[config.mk]
export PLATFORM = sky130hd
export DESIGN_NAME = tsts_minute_split
export DESIGN_NICKNAME = d
export VERILOG_FILES = /design/src/sv/tsts_pkg.sv /design/src/sv/tsts_minute_split.sv
export SDC_FILE = /design/constraint.sdc
export NUM_CORES = 1
export LEC_CHECK = 0
export BUFFER_PORTS_ARGS = -buffer_cell sky130_fd_sc_hd__buf_2
export CAP_MARGIN = 10
export CORE_ASPECT_RATIO = 0.7
export CORE_UTILIZATION = 55
export DETAILED_ROUTE_END_ITERATION = 16
export GPL_TIMING_DRIVEN = 0
export PLACE_DENSITY_LB_ADDON = 0.1
export SYNTH_ARGS = -nofsm -noshare
export SYNTH_HDL_FRONTEND = slang
export SYNTH_SLANG_ARGS = --single-unit
[constraint.sdc]
create_clock -name clk -period 5.1 [get_ports clk]
set_clock_uncertainty 0.2 [all_clocks]
set_input_delay 1.02 -clock clk [delete_from_list [all_inputs] [get_ports clk]]
set_output_delay 1.02 -clock clk [all_outputs]
set_load 0.05 [all_outputs]
[src/sv/tsts_pkg.sv]
`timescale 1ns / 1ps
// ----------------------------------------------------------------------------
// Time signal target scheduler: shared package
// Tick constants, constant divisors, pipeline beat types and register codes.
// ----------------------------------------------------------------------------
package tsts_pkg;

    // time base, 100 ns ticks
    localparam logic [63:0] TICKS_PER_MS   = 64'd10000;
    localparam logic [63:0] TICKS_PER_SEC  = 64'd10000000;
    localparam logic [63:0] TICKS_PER_MIN  = 64'd60 * TICKS_PER_SEC;
    localparam logic [63:0] TICKS_PER_DAY  = 64'd1440 * TICKS_PER_MIN;
    localparam logic [63:0] LEAD_MIN       = 64'd4500 * TICKS_PER_MS;
    localparam logic [63:0] LEAD_MAX       = 64'd5500 * TICKS_PER_MS;

    localparam int MINUTES_PER_HOUR = 60;
    localparam int MINUTES_PER_DAY  = 1440;
    localparam int HOURS_PER_DAY    = 24;

    // day = 2^14 * DAY_UNIT, minute = 2^9 * MIN_UNIT
    localparam int DAY_SHIFT = 14;
    localparam int MIN_SHIFT = 9;
    localparam logic [63:0] DAY_UNIT = TICKS_PER_DAY >> DAY_SHIFT;
    localparam logic [63:0] MIN_UNIT = TICKS_PER_MIN >> MIN_SHIFT;

    // long division of displayed_time >> 14 by DAY_UNIT, one digit per stage
    localparam int DIGIT_W    = 4;
    localparam int DIV_STAGES = 7;
    localparam int DAY_REM_W  = 26;
    localparam int REST_W     = DIGIT_W * DIV_STAGES;
    localparam int TOP_W      = 64 - DAY_SHIFT - REST_W;

    // reciprocal of MIN_UNIT, estimate low by at most one
    localparam int RECIP_SHIFT = 52;
    localparam logic [63:0] RECIP_M = (64'd1 << RECIP_SHIFT) / MIN_UNIT;

    // minute / 60 by multiply and shift, exact below one day
    localparam int HOUR_SHIFT = 16;
    localparam logic [63:0] HOUR_RECIP = ((64'd1 << HOUR_SHIFT) / 64'd60) + 64'd1;

    localparam int MINUTE_W = 11;
    localparam int SUBHI_W  = 21;
    localparam int LEAD_W   = 30;

    // pipeline depth from start to done
    localparam int LATENCY = DIV_STAGES + 6;

    // configuration register indexes
    localparam logic [1:0] REG_SIGNAL_MODE  = 2'd0;
    localparam logic [1:0] REG_ALARM_ENABLE = 2'd1;
    localparam logic [1:0] REG_ALARM_HOUR   = 2'd2;
    localparam logic [1:0] REG_ALARM_MINUTE = 2'd3;

    typedef struct packed {
        logic [DAY_REM_W-1:0] rem;
        logic [REST_W-1:0]    rest;
        logic [DAY_SHIFT-1:0] low;
        logic [63:0]          sys;
    } day_beat_t;

    typedef struct packed {
        logic [MINUTE_W-1:0]  minute;
        logic [SUBHI_W-1:0]   sub_hi;
        logic [MIN_SHIFT-1:0] low;
        logic [63:0]          sys;
    } min_beat_t;

    typedef struct packed {
        logic [2:0]          mode;
        logic                alarm_on;
        logic [MINUTE_W-1:0] alarm_at;
    } sched_cfg_t;

    // bit i set when minute-of-hour i is a multiple of step
    function automatic logic [59:0] multiple_mask(input int step);
        logic [59:0] mask;
        int phase;
        mask  = '0;
        phase = 0;
        for (int i = 0; i < MINUTES_PER_HOUR; i++)
        begin
            mask[i] = (phase == 0);
            phase = phase + 1;
            if (phase == step)
            begin
                phase = 0;
            end
        end
        return mask;
    endfunction

    localparam logic [59:0] MINUTE_MASK [0:7] = '{
        60'd0,
        multiple_mask(1),
        multiple_mask(5),
        multiple_mask(10),
        multiple_mask(15),
        multiple_mask(20),
        multiple_mask(30),
        multiple_mask(60)
    };

endpackage

[src/sv/tsts_minute_split.sv]
`timescale 1ns / 1ps
// ----------------------------------------------------------------------------
// Minute split
// Splits the time of day into minute of day and ticks into that minute,
// by reciprocal multiply, back multiply and one correction (three stages).
// ----------------------------------------------------------------------------
module tsts_minute_split
    import tsts_pkg::*;
(
    input  logic      clk,
    input  logic      rst_n,
    input  logic      in_valid,
    input  day_beat_t in_beat,
    output logic      out_valid,
    output min_beat_t out_beat
);

    localparam int Y_W = DAY_REM_W + DAY_SHIFT - MIN_SHIFT;
    localparam int P_W = Y_W + 32;
    localparam int R_W = SUBHI_W + 1;

    logic [2:0] valid_reg;

    // stage a
    logic [Y_W-1:0]      y_a_reg;
    logic [MINUTE_W-1:0] q_a_reg;
    logic [MIN_SHIFT-1:0] low_a_reg;
    logic [63:0]         sys_a_reg;
    logic [P_W-1:0]      prod_a_next;

    // stage b
    logic [R_W-1:0]      r_b_reg;
    logic [MINUTE_W-1:0] q_b_reg;
    logic [MIN_SHIFT-1:0] low_b_reg;
    logic [63:0]         sys_b_reg;
    logic [Y_W-1:0]      back_b_next;
    logic [Y_W-1:0]      r_b_next;

    // stage c
    min_beat_t           beat_c_reg;
    min_beat_t           beat_c_next;

    logic [Y_W-1:0]      y_in;

    assign y_in        = {in_beat.rem, in_beat.low[DAY_SHIFT-1:MIN_SHIFT]};
    assign prod_a_next = P_W'(y_in) * P_W'(RECIP_M[31:0]);
    assign back_b_next = Y_W'(q_a_reg) * Y_W'(MIN_UNIT);
    assign r_b_next    = y_a_reg - back_b_next;

    always_comb
    begin
        beat_c_next.low = low_b_reg;
        beat_c_next.sys = sys_b_reg;
        if (r_b_reg >= R_W'(MIN_UNIT))
        begin
            beat_c_next.minute = q_b_reg + 1'b1;
            beat_c_next.sub_hi = SUBHI_W'(r_b_reg - R_W'(MIN_UNIT));
        end
        else
        begin
            beat_c_next.minute = q_b_reg;
            beat_c_next.sub_hi = r_b_reg[SUBHI_W-1:0];
        end
    end

    always_ff @(posedge clk or negedge rst_n)
    begin
        if (!rst_n)
        begin
            valid_reg <= '0;
        end
        else
        begin
            valid_reg <= {valid_reg[1:0], in_valid};
        end
    end

    always_ff @(posedge clk)
    begin
        y_a_reg    <= y_in;
        q_a_reg    <= prod_a_next[RECIP_SHIFT +: MINUTE_W];
        low_a_reg  <= in_beat.low[MIN_SHIFT-1:0];
        sys_a_reg  <= in_beat.sys;
        r_b_reg    <= r_b_next[R_W-1:0];
        q_b_reg    <= q_a_reg;
        low_b_reg  <= low_a_reg;
        sys_b_reg  <= sys_a_reg;
        beat_c_reg <= beat_c_next;
    end

    assign out_valid = valid_reg[2];
    assign out_beat  = beat_c_reg;

endmodule

======== After elaboration in Yosys (flattened, before gate mapping) ========
Index checks and enable logic that the tools add are counted.
Widths: inputs -> output; s select.
cells by class
  add/sub/neg operators ................... 3
  multiply operators ...................... 2
  $lt $le $gt $ge ......................... 1
  mux-type cells .......................... 1
operators by type and width
  kind                    number
  $mul 31x31->62 const B  1
  $mux 32                 1
  $ge 22x21->1 const B    1
  $mul 11x21->22 const B  1
  $sub 22x22->22          1
  $sub 21x21->21 const B  1
  $add 11x1->11 const B   1
storage, ports and cells
  bits in registers ....................... 320
  input bits .............................. 135
  word-level logic and storage cells ...... 20

======== Logic depth before layout (Yosys ltp) ========
  depth in word-level cells ............... 2
  mapped depth ............................ 23
  mapped depth without buffers ............ 23

======== Least setup slack after synthesis ========
OpenSTA, ideal clock, no wires.
  kind .................................... in2reg
  from .................................... input in_beat[110] (netlist name)
  to ...................................... register q_a_reg[2]
  setup time .............................. 0.122 ns
  arrival ................................. 6.800 ns
  slack ................................... -2.022 ns
  cell stages on the path ................. 21
  cell sequence ........................... inv_1 -> fa_1 -> inv_1 -> fa_1 -> fa_1 -> fa_1 -> inv_1 -> fa_1 -> fa_1 -> inv_1 -> fa_1 -> ha_1 -> ha_1 -> a21o_1 -> a21o_1 -> a21o_1 -> a21oi_1 -> nor2_1 -> o31a_1 -> or3_1 -> xor2_1
on the way
  word-level cells in the longest chain between the ends .. 1
RTL lines
  element               line                     text
  start, declared       tsts_minute_split.sv:13  input day_beat_t in_beat,
  $mul 31x31->62        tsts_minute_split.sv:46  assign prod_a_next = P_W'(y_in) * P_W'(RECIP_M[31:0]);
  net prod_a_next[54]   tsts_minute_split.sv:29  logic [P_W-1:0] prod_a_next;
  end signal, assigned  tsts_minute_split.sv:81  q_a_reg <= prod_a_next[RECIP_SHIFT +: MINUTE_W];
  end, declared         tsts_minute_split.sv:26  logic [MINUTE_W-1:0] q_a_reg;
The timed path passes the listed nets, and every way through them passes these cells.

======== Final worst setup path ========
  from .................................... input in_beat[111] (netlist name)
  to ...................................... register q_a_reg[2]
Same word-level chain as after synthesis.

==> flow_metrics.tcl <==
set metrics [dict create \
    clockBufferDepth 3 \
    slew_viol_final 0 \
    die_w_um 249.0 \
    insertion_delay_ps 530 \
    synthCells 2024 \
    finalWorstSetupSlack_ps -1857 \
    timing.final.hold_violations 0 \
    synthTopCellsByArea "fa_1 (32%), dfxtp_1 (27%), ha_1 (22%)" \
    grt_max_degree 19 \
    yosysWarnings 0 \
    drc 0 \
    gp_congestion 0.9351 \
    numCtsBuffers 25 \
    synth-seq-cells 320 \
    root_buffer "clkbuf_16" \
    fp.coreArea_sq_um 41580 \
    max_freq_mhz 143.7 \
    synth-seq-area-share_pct 27.34 \
    crit_path_max_fanout 4 \
    portBuffers 212 \
    drtAntennaViolNets 0 \
    post-route-min-period_ps 6957 \
    num_vias 14330 \
    rows 62 \
    synth_nets 2944 \
    avgViaCountPerCell 5.006 \
    cp_data_required_time_ps 5310 \
    drive_above_1_share_pct 17.21 \
    drtIter0Drc 735 \
    synth_enable_flop_cells 0 \
    rsz0062_at_grt "yes" \
    syn_area_sq_um 23490 \
    num-nets-final 3221 \
    criticalPathCategory "primary input to flop" \
    status "complete, but fails checks" \
    tightest_slew_ps 736.9 \
    die_area_sq_um 43550 \
    dp_hpwl_mm 41.69 \
    diodes 0 \
    finalNonFillerCells 2862 \
    cap_viol_max_count 0 \
    synth_top_area_share_pct 31.62 \
    dp.cells 2780 \
    async_reset_ff_share_pct 0.9375 \
    hold_path.class "primary input to async pin" \
    synthToLayoutAreaGrowth_pct 15.75 \
    startpoint_type "primary input" \
    clkTransAtPathRegs_ps 70 \
    start_util_pct 56.49 \
    endpoint_kind "flop" \
    htree_levels 1 \
    arrival_ps 7170 \
    cts_tree "done" \
    pin_count 241 \
    grt.overflow.total 0 \
    fin_crit_sh_pct 136.4 \
    postLayoutCoreUtil_pct 65.39 \
    wire_per_inst_um 17.77 \
    fill_cells 3243 \
    numClockSinks 320 \
    synth.avg_cell_area_sq_um 11.61 \
    drt_pass1_iterations 5 \
    first_global_vias 15780 \
    antenna_found_initial 0 \
    wl_mm 50.85 \
    violations "setup timing" \
    track_usage_pct 24.92 \
    die_h_um 174.9 \
    grt_pass1_wl_mm 83.79 \
    finalSetupViolations 12 \
    largest_reg_flops 105 \
    synthDistinctLibCells 58 \
    synth_area_leader_cell "fa_1" \
    ys.flop_type "dfxtp_1" \
    slew_headroom_pct 50.35 \
]
==> cell families (layout without fill, tap and decap cells) <==
| group | count (synthesis) | after routing | synth area share, % |
|---|---|---|---|
| compound gates | 155 | 155 | 4.299 |
| buf+inv | 542 | 836 | 8.709 |
| simple gates | 147 | 147 | 3.185 |
| xor+xnor | 74 | 74 | 2.759 |
| mux | 1 | 1 | 0.04261 |
| flops | 320 | 320 | 27.34 |
| fa+ha+maj | 785 | 785 | 53.67 |
==> area by class of cell <==
| type | instances | area (sq um) | share of cell area (%) |
|---|---|---|---|
| buffer | 3 | 22.52 | 0.08283 |
| tap | 544 | 680.7 | 2.503 |
| multi-input combinational | 1162 | 15540 | 57.17 |
| inverter | 539 | 2057 | 7.566 |
| clock buffer | 36 | 738.2 | 2.715 |
| timing repair buffer | 250 | 1588 | 5.840 |
| sequential | 320 | 6424 | 23.63 |
| clock inverter | 8 | 136.4 | 0.5016 |
==> placed cells by master (no fill, tap or decap), types with 8 or more instances in the layout <==
master | synthesis | layout
inv_1 | 539 | 522
ha_1 | 414 | 389
fa_1 | 371 | 358
dfxtp_1 | 317 | 315
buf_2 | 0 | 188
xnor2_1 | 52 | 52
a21oi_1 | 50 | 40
buf_4 | 1 | 36
nand2_1 | 37 | 35
nor2_1 | 27 | 26
clkbuf_16 | 0 | 26
a21o_1 | 23 | 23
xor2_1 | 22 | 22
nand4_1 | 18 | 18
ha_4 | 0 | 18
o21ai_0 | 25 | 17
nand3_1 | 15 | 15
fa_2 | 0 | 13
a21oi_2 | 2 | 12
buf_6 | 1 | 12
clkinvlp_4 | 0 | 10
buf_12 | 0 | 10
inv_2 | 0 | 8
==> per-stage QoR <==
stage	instance area, sq um	hold WS, ps	worst slack (ps)	setup TNS [ps]
floorplan	23740	109.6	-1875	-18770
global placement	25480	109.6	-2840	-31260
detailed placement	25480	112.1	-2940	-33220
CTS	27040	49.18	-1854	-18870
global route	27190	51.49	-2008	-21360
finish	27190	73.68	-1857	-18920
==> per-layer routing <==
layer,global-route usage [%],up-vias,wire length (um)
met2,39.13,342,22590
li1,-,6858,-
met1,36.27,7086,24110
met4,3.035,0,545
met3,5.780,42,3595
met5,0,-,0
==> synth_stat cells (3+ instances only) <==
cell type / number
xor2_1: 22
nor4_1: 7
nand2_1: 37
a211oi_1: 7
fa_1: 371
o21bai_1: 7
nor2b_1: 5
and4_1: 3
and2_1: 3
nor3_1: 10
nor2_1: 27
nand4_1: 18
o21ai_0: 25
o21a_1: 4
a21o_1: 23
or3_1: 3
o211ai_1: 6
nand2b_1: 5
dfxtp_1: 317
and3_1: 8
a21oi_1: 50
ha_1: 414
a21boi_0: 3
nand3_1: 15
inv_1: 539
xnor2_1: 52
dfrtp_1: 3
a31oi_1: 3
==> timing repair <==
action	in CTS	in global routing
pin swaps	41	17
gates resized for setup	113	36
setup buffers	34	4
setup endpoints to repair	21	19
hold buffers	0	0
==> critical path: stages <==
cell and delay [ps]:
buf_12 90, clkinvlp_4 180, fa_1 600, inv_2 40, fa_1 540, fa_2 480, fa_1 550, inv_2 40
fa_2 430, fa_1 580, inv_2 50, fa_2 580, ha_4 200, ha_4 240, a21o_1 170, a21o_1 150
a21o_1 160, a21oi_2 150, nor2_1 60, o31a_1 300, or3_4 390, xor2_1 140
==> path summary, 6_finish.rpt <==
path / start / to / slack, ps / cells past startpoint
worst max register to register: q_a_reg[3] / r_b_reg[21] / -40 / 15
min in group clk: sys_a_reg[58] / sys_b_reg[58] / 130 / 0
worst min-delay path: rst_n / valid_reg[0] / 70 / 1
worst max-delay path: in_beat[111] / q_a_reg[2] / -1860 / 22
worst min register to register: sys_a_reg[58] / sys_b_reg[58] / 130 / 0
max in group asynchronous: rst_n / valid_reg[1] / 4520 / 1
Power is left out: the tool's default activity adds up to more than one toggle a clock period on the data nets, which glitch-free logic cannot reach.
