## src/sv/tsts_pkg.sv

```systemverilog
`timescale 1ns / 1ps
// ----------------------------------------------------------------------------
// Time signal target scheduler: shared package
// Tick constants, constant divisors, pipeline beat types and register codes.
// ----------------------------------------------------------------------------
package tsts_pkg;

    // time base, 100 ns ticks
    localparam logic [63:0] TICKS_PER_MS   = 64'd10000;
    localparam logic [63:0] TICKS_PER_SEC  = 64'd10000000;
    localparam logic [63:0] TICKS_PER_MIN  = 64'd60 * TICKS_PER_SEC;
    localparam logic [63:0] TICKS_PER_DAY  = 64'd1440 * TICKS_PER_MIN;
    localparam logic [63:0] LEAD_MIN       = 64'd4500 * TICKS_PER_MS;
    localparam logic [63:0] LEAD_MAX       = 64'd5500 * TICKS_PER_MS;

    localparam int MINUTES_PER_HOUR = 60;
    localparam int MINUTES_PER_DAY  = 1440;
    localparam int HOURS_PER_DAY    = 24;

    // day = 2^14 * DAY_UNIT, minute = 2^9 * MIN_UNIT
    localparam int DAY_SHIFT = 14;
    localparam int MIN_SHIFT = 9;
    localparam logic [63:0] DAY_UNIT = TICKS_PER_DAY >> DAY_SHIFT;
    localparam logic [63:0] MIN_UNIT = TICKS_PER_MIN >> MIN_SHIFT;

    // long division of displayed_time >> 14 by DAY_UNIT, one digit per stage
    localparam int DIGIT_W    = 4;
    localparam int DIV_STAGES = 7;
    localparam int DAY_REM_W  = 26;
    localparam int REST_W     = DIGIT_W * DIV_STAGES;
    localparam int TOP_W      = 64 - DAY_SHIFT - REST_W;

    // reciprocal of MIN_UNIT, estimate low by at most one
    localparam int RECIP_SHIFT = 52;
    localparam logic [63:0] RECIP_M = (64'd1 << RECIP_SHIFT) / MIN_UNIT;

    // minute / 60 by multiply and shift, exact below one day
    localparam int HOUR_SHIFT = 16;
    localparam logic [63:0] HOUR_RECIP = ((64'd1 << HOUR_SHIFT) / 64'd60) + 64'd1;

    localparam int MINUTE_W = 11;
    localparam int SUBHI_W  = 21;
    localparam int LEAD_W   = 30;

    // pipeline depth from start to done
    localparam int LATENCY = DIV_STAGES + 6;

    // configuration register indexes
    localparam logic [1:0] REG_SIGNAL_MODE  = 2'd0;
    localparam logic [1:0] REG_ALARM_ENABLE = 2'd1;
    localparam logic [1:0] REG_ALARM_HOUR   = 2'd2;
    localparam logic [1:0] REG_ALARM_MINUTE = 2'd3;

    typedef struct packed {
        logic [DAY_REM_W-1:0] rem;
        logic [REST_W-1:0]    rest;
        logic [DAY_SHIFT-1:0] low;
        logic [63:0]          sys;
    } day_beat_t;

    typedef struct packed {
        logic [MINUTE_W-1:0]  minute;
        logic [SUBHI_W-1:0]   sub_hi;
        logic [MIN_SHIFT-1:0] low;
        logic [63:0]          sys;
    } min_beat_t;

    typedef struct packed {
        logic [2:0]          mode;
        logic                alarm_on;
        logic [MINUTE_W-1:0] alarm_at;
    } sched_cfg_t;

    // bit i set when minute-of-hour i is a multiple of step
    function automatic logic [59:0] multiple_mask(input int step);
        logic [59:0] mask;
        int phase;
        mask  = '0;
        phase = 0;
        for (int i = 0; i < MINUTES_PER_HOUR; i++)
        begin
            mask[i] = (phase == 0);
            phase = phase + 1;
            if (phase == step)
            begin
                phase = 0;
            end
        end
        return mask;
    endfunction

    localparam logic [59:0] MINUTE_MASK [0:7] = '{
        60'd0,
        multiple_mask(1),
        multiple_mask(5),
        multiple_mask(10),
        multiple_mask(15),
        multiple_mask(20),
        multiple_mask(30),
        multiple_mask(60)
    };

endpackage

```

## src/sv/tsts_decide.sv

```systemverilog
`timescale 1ns / 1ps
// ----------------------------------------------------------------------------
// Target decision
// Matches the next minute against the interval and the alarm, checks the
// lead window and forms the targets (three stages, last one is the output).
// ----------------------------------------------------------------------------
module tsts_decide
    import tsts_pkg::*;
(
    input  logic        clk,
    input  logic        rst_n,
    input  logic        in_valid,
    input  min_beat_t   in_beat,
    input  sched_cfg_t  cfg,
    output logic        done,
    output logic        periodic_valid,
    output logic [63:0] periodic_target,
    output logic        alarm_valid,
    output logic [63:0] alarm_target,
    output logic        targets_coincide
);

    localparam int HP_W = MINUTE_W + 11;

    logic [1:0] valid_reg;

    // stage d
    logic [MINUTE_W-1:0] minute_d_reg;
    logic [4:0]          hour_d_reg;
    logic [LEAD_W-1:0]   lead_d_reg;
    logic [63:0]         sys_d_reg;
    logic [HP_W-1:0]     hour_prod;

    // stage e
    logic                pv_e_reg;
    logic                av_e_reg;
    logic [LEAD_W-1:0]   lead_e_reg;
    logic [63:0]         sys_e_reg;
    logic                pv_e_next;
    logic                av_e_next;

    // output stage
    logic                done_reg;
    logic                pv_reg;
    logic                av_reg;
    logic                co_reg;
    logic [63:0]         pt_reg;
    logic [63:0]         at_reg;
    logic [63:0]         target_sum;

    assign hour_prod = HP_W'(in_beat.minute) * HP_W'(HOUR_RECIP);

    always_comb
    begin
        logic [5:0]          mm;
        logic [5:0]          mm_next;
        logic [MINUTE_W-1:0] m_next;
        logic                lead_ok;
        mm = 6'(minute_d_reg - MINUTE_W'(hour_d_reg) * MINUTE_W'(MINUTES_PER_HOUR));
        mm_next = (mm == 6'(MINUTES_PER_HOUR - 1)) ? 6'd0 : mm + 6'd1;
        m_next  = (minute_d_reg == MINUTE_W'(MINUTES_PER_DAY - 1)) ? '0
                                                                   : minute_d_reg + 1'b1;
        lead_ok = (lead_d_reg >= LEAD_W'(LEAD_MIN)) && (lead_d_reg <= LEAD_W'(LEAD_MAX));
        // both leads equal one minute less the ticks into the current minute
        pv_e_next = lead_ok && MINUTE_MASK[cfg.mode][mm_next];
        av_e_next = lead_ok && cfg.alarm_on && (m_next == cfg.alarm_at);
    end

    assign target_sum = sys_e_reg + 64'(lead_e_reg);

    always_ff @(posedge clk or negedge rst_n)
    begin
        if (!rst_n)
        begin
            valid_reg <= '0;
            done_reg  <= 1'b0;
        end
        else
        begin
            valid_reg <= {valid_reg[0], in_valid};
            done_reg  <= valid_reg[1];
        end
    end

    always_ff @(posedge clk)
    begin
        minute_d_reg <= in_beat.minute;
        hour_d_reg   <= hour_prod[HOUR_SHIFT +: 5];
        lead_d_reg   <= LEAD_W'(TICKS_PER_MIN) - {in_beat.sub_hi, in_beat.low};
        sys_d_reg    <= in_beat.sys;
        pv_e_reg     <= pv_e_next;
        av_e_reg     <= av_e_next;
        lead_e_reg   <= lead_d_reg;
        sys_e_reg    <= sys_d_reg;
        pv_reg       <= pv_e_reg;
        av_reg       <= av_e_reg;
        co_reg       <= pv_e_reg && av_e_reg;
        pt_reg       <= pv_e_reg ? target_sum : '0;
        at_reg       <= av_e_reg ? target_sum : '0;
    end

    assign done             = done_reg;
    assign periodic_valid   = pv_reg;
    assign alarm_valid      = av_reg;
    assign targets_coincide = co_reg;
    assign periodic_target  = pt_reg;
    assign alarm_target     = at_reg;

endmodule

```

## config.mk

```make
export PLATFORM = sky130hd
export DESIGN_NAME = tsts_decide
export DESIGN_NICKNAME = d
export VERILOG_FILES = /design/src/sv/tsts_pkg.sv /design/src/sv/tsts_decide.sv
export SDC_FILE = /design/constraint.sdc
export NUM_CORES = 1
export LEC_CHECK = 0
export BUFFER_PORTS_ARGS = -buffer_cell sky130_fd_sc_hd__buf_2
export CORE_MARGIN = 2
export CORE_UTILIZATION = 59
export DETAILED_ROUTE_END_ITERATION = 7
export GPL_TIMING_DRIVEN = 0
export PLACE_DENSITY = 0.89
export SETUP_SLACK_MARGIN = 0.1
export SLEW_MARGIN = 20
export SYNTH_ARGS = -nofsm -noshare
export SYNTH_HDL_FRONTEND = slang
export SYNTH_SLANG_ARGS = --single-unit
export TNS_END_PERCENT = 30
```

## constraint.sdc

```tcl
create_clock -name clk -period 5.2 [get_ports clk]
set_input_delay 0.26 -clock clk [delete_from_list [all_inputs] [get_ports clk]]
set_output_delay 0.26 -clock clk [all_outputs]
set_load 0.05 [all_outputs]
```

Yosys cells after proc, flatten, opt, wreduce, memory -nomap -nowiden
Memory sizes are Yosys's and may differ from the RTL's. Index checks and enable logic that the tools add are counted.

Equality and inequality tests: 3. Muxes and demuxes: 6. $mul: 2. Add/subtract/negate cells: 5. $lt $le $gt $ge: 4. Bitwise gates (word level): 1. Reduce and logical (&&, ||, !) cells: 5.

Operators by type and width (number): $mux W60 (2); $add A64 B30 Y64 (1); $ge A30 B26 Y1 const B (1); $le A30 B26 Y1 const B (1); $sub A30 B30 Y30 const A (1); $mul A11 B11 Y21 const B (1); $add A11 B1 Y11 const B (1); $eq A11 B11 Y1 (1); $eq A11 B11 Y1 const B (1); $mux W11 (1); $lt A6 B7 Y1 const B (1); $add A6 B1 Y6 const B (1); $bmux W1 S6 (1); $eq A6 B6 Y1 const B (1); $mux W6 (1); $sub A6 B6 Y6 (1); $logic_and A1 B1 Y1 (5); $mul A5 B4 Y4 const B (1); $ge A4 B4 Y1 const B (1); $not A3 Y4 (1); $mux W1 (1).

Output and inout port bits: 132. ROM bits: 480. Logic and storage cells: 42. Memories: 1. Input port bits: 123. Flip-flop bits (word level): 340.

Memories: (name not given) (depth 8, bits a word 60, read ports 1, clocked after Yosys merged registers in 0, wr ports 0, line tsts_decide.sv:65) `pv_e_next = lead_ok && MINUTE_MASK[cfg.mode][mm_next];`.

Longest topological paths before layout
Word-level depth: 7. Depth in mapped cells: 15.

Worst setup path before layout
Ideal clock, no wire load.

Path kind: reg2reg. Start point: register hour_d_reg[0]. End point: register pv_e_reg. Arrival: 3.383 ns. Path slack: 1.700 ns. Data required time: 5.083 ns. Library setup time: 0.117 ns. Path buffers: 1. Clock period less this slack: 3.500 ns. Cell stages (with the launch flop): 15. Path through: dfxtp_1 -> ha_1 -> ha_1 -> ha_1 -> inv_1 -> ha_1 -> xor2_1 -> nand2_1 -> or3b_1 -> buf_4 -> and2_4 -> a31o_2 -> a21oi_1 -> nand3b_1 -> and4b_1.

Longest elaborated chain between the ends: 7. Elaborated cells on any way between the ends: 8.

Ends and longest elaborated chain: from (decl) (line tsts_decide.sv:29) `logic [4:0] hour_d_reg;`; from (signal assigned) (line tsts_decide.sv:88) `hour_d_reg <= hour_prod[HOUR_SHIFT +: 5];`; $mul A5 B4 Y4 * (line tsts_decide.sv:59) `mm = 6'(minute_d_reg - MINUTE_W'(hour_d_reg) * MINUTE_W'(MINUTES_PER_HOUR));`; $sub A6 B6 Y6 * (line tsts_decide.sv:59); $add A6 B1 Y6 / $eq A6 B6 Y1 (equally long branches) (line tsts_decide.sv:60) `mm_next = (mm == 6'(MINUTES_PER_HOUR - 1)) ? 6'd0 : mm + 6'd1;`; $mux W6 * (line tsts_decide.sv:60); $bmux W1 S6 * (line tsts_decide.sv:65); $mux W1 (implied by the code) * (line tsts_decide.sv:65); $logic_and A1 B1 Y1 * (line tsts_decide.sv:65); named net pv_e_next (line tsts_decide.sv:39) `logic pv_e_next;`; to (signal assigned) (line tsts_decide.sv:91) `pv_e_reg <= pv_e_next;`; to (decl) (line tsts_decide.sv:35) `logic pv_e_reg;`.

Mark *: on every way through the listed nets, which the timed path passes. The rest lies on a longest branch. The select of a mux whose other input is x is not followed. A chain may end at the register's enable or synchronous reset.

Worst setup path after layout
Start point: input in_beat[94] in the netlist's numbering. End point: register hour_d_reg[3].

Longest elaborated chain between the ends: 1.

Ends and longest elaborated chain: from (decl) (line tsts_decide.sv:13) `input min_beat_t in_beat,`; $mul A11 B11 Y21 (line tsts_decide.sv:51) `assign hour_prod = HP_W'(in_beat.minute) * HP_W'(HOUR_RECIP);`; named net hour_prod[19] (line tsts_decide.sv:32) `logic [HP_W-1:0] hour_prod;`.

The timed path passes the listed nets, and every way through them passes these cells.

==> metrics.yaml <==
ios: 255
synth_top_family_by_area: "simple AND/OR/NAND/NOR gates"
grt_pass1_vias: 10800
end_kind: "flip-flop"
grt_pass1_wl_um: 54800
ys.flop_type: "dfxtp_1"
post-place-ws_ns: 1.23
synth.top_cells.by_area: "dfxtp_1 (51%), ha_1 (9.1%), xnor2_1 (4.1%), and2_1 (2.9%), nand2_1 (2.4%)"
yosys.area_share.adder: 0.103
yosysSeqAreaShare: 0.519
fin_ws_ns: 1.09
holdPathStages: 2
grt-ovfl-total: 0
worst_pin_slew_ns: 1.03
slew_headroom: 0.311
synth_edf_count: 0
h-tree-depth: 2
start_kind: "input port"
ir_worst_vdd_mv: 0.243
rows: 54
cts_resized: 0
io_buffers: 253
synth.most_common_cell: "dfxtp_1"
critPathArrivalTime_ns: 4.50
fin_skew_ns: 0.0129
run_status: "finished, final reports clean"
worstRegToRegCells: 14
synth_compound_area_frac: 0.114
ant_nets: 0
syn_inst: 1233
cts-root-buf: "clkbuf_16"
dieArea_mm2: 0.0234
clk_pin_slew_worst_paths_ns: 0.06
tns_ns: 0
worstHoldPathType: "input port to flip-flop"
drc: 0
rsz0062_at_grt: "no"
leakagePower_nw: 7.66
dieHeight_um: 153
cts_tree: "built"
avgSynthCellArea_um2: 10.6
required_ns: 5.59
initial_core_util: 0.600
syn-cell-area_mm2: 0.0131
worstSetupPathType: "input port to flip-flop"
final_nets: 1845
fin_area_mm2: 0.0168
ys_top_cells_by_count: "dfxtp_1 (336), ha_1 (95), nand2_1 (83)"
crit_fanout: 3
grt_start_max_net_pins: 16
crit_start: "in_beat[94]"
placed_area_mm2: 0.0147
finalCritPeriodShare: 0.790
vias: 10600
cap_viol_max_count: 0
min_period_ns: 4.11
viasPerCell: 5.52
clk_path_buf_depth: 3
core_area_mm2: 0.0218
synthMuxAreaShare: 0.0177
cts_sinks: 339
regArea_mm2: 0.00680
pwr_density_cell_mw_per_mm2: 409
antenna_found_initial: 2
synthSimpleGateAreaFrac: 0.155
synth_cell_types: 79
hold_slack_ns: 0.00507
clock_latency_ns: 0.50
syn_to_final_growth_pct: 28.2
drive_gt1_frac: 0.208
drtIter0Drc: 557
place.gp.congestion: 0.876
setup_viol: 0
synth_top_area_cell: "dfxtp_1"
track_usage: 0.290
wl_per_cell_um: 18.4
final_util: 0.770
synth_top_area_share: 0.513
wl_um: 35400
yosys_warnings: 0
post_cts_buffers: 0
synth_xor_area_frac: 0.0651
hp-start: "in_beat[66]"
hpwl_um: 22900
r2r-start: "hour_d_reg[0]"
hold_violations: 0
dieWidth_um: 153
timing.fmax_mhz: 243
cts_buffers: 34
dr.pass1.iters: 7
fill_cells: 1366
async_flop_share: 0.00885
ys_ff_latch: 339
drv_slew: 0
synth_nets: 1459
multi_input_area_mm2: 0.00596
[through the flow]
step / std cells / total power, mW
6_report: 1923 / 6.86
5_1_grt: 1923 / 7.17
4_1_cts: 1921 / 6.84
3_5_place_dp: 1766 / 4.42
3_3_place_gp: 1766 / 4.35
2_1_floorplan: 1233 / 4.04
[critical path, cell delays in order]
cell and delay [ns]:
dlygate4sd3_1 0.55, buf_2 0.15, ha_1 0.34, ha_1 0.30, fa_1 0.44, ha_1 0.33, ha_1 0.32, o211ai_1 0.12
nor2_1 0.09, a211oi_1 0.27, o31ai_1 0.16, a221oi_1 0.40, o21ai_0 0.24, a21oi_1 0.29, o21bai_1 0.11, xnor2_1 0.12
[worst paths after layout]
check,to,slack [ns]
min,lead_d_reg[2],0.005
min in group asynchronous,valid_reg[1],0.11
max reg2reg,pv_e_reg,1.30
max in group asynchronous,done,4.97
min reg2reg,sys_e_reg[14],0.32
max,hour_d_reg[3],1.09
[power by group]
group / total, mW / internal, mW / switching [mW]
Clock: 2.40 / 1.40 / 0.994
Sequential: 2.80 / 2.73 / 0.0731
Combinational: 1.66 / 0.725 / 0.939
Total: 6.86 / 4.86 / 2.01
[routing by layer]
layer	vias up	wire length, µm	global-route usage
li1	5013	-	-
met1	4998	13500	0.324
met2	472	18200	0.536
met3	131	2000	0.0510
met4	0	1730	0.132
met5	-	0	0
[what timing repair did]
item | 4_1_cts | 5_1_grt
hold buffers | 96 | 1
endpoints found under the setup margin | 0 | 0
endpoints found under the hold margin | 98 | 1
[cell usage in the layout, fill, tap and decap left out, drive strengths merged, types with 4 or more instances in the layout]
master         n
a21boi        24
o211ai         4
a211oi        11
a2111oi        6
o21ai         42
and2          61
o21bai         6
nor4          10
and4           4
nor2b         44
or4            4
mux2i         22
clkbuf        71
ha            95
nand4         16
a31oi          9
nor3          23
or3           10
nand2         83
nor2          44
dfxtp        336
xnor2         63
a21o          24
o31ai          5
nand2b        18
nand3         27
a21oi         54
xor2          31
o21a          11
inv           54
nand3b         5
buf          259
dlygate4sd3   97
fa             8
and3           8
clkinv        12
[cell type report]
cell class              instances  area share
plain buffers                  34     0.00819
multi-input cells             806       0.355
repair buffers                350       0.133
diodes                          1    0.000149
clock inverters                16     0.00894
inverters                      54      0.0121
flip-flops and latches        339       0.405
well taps                     280      0.0209
clock buffers                  43      0.0568
[cells by family (layout without fill, tap and decap cells)]
| kind of cell | after synthesis | after routing |
|---|---|---|
| and+or+nand+nor | 368 | 368 |
| DFF | 339 | 339 |
| AOI/OAI and AO/OA | 217 | 217 |
| adders and majority gates | 103 | 103 |
| xor gates and xnor gates | 95 | 95 |
| buffers and inverters | 88 | 497 |
| muxes | 23 | 23 |
| other | 0 | 1 |
Power figures use the tool's default switching activity.
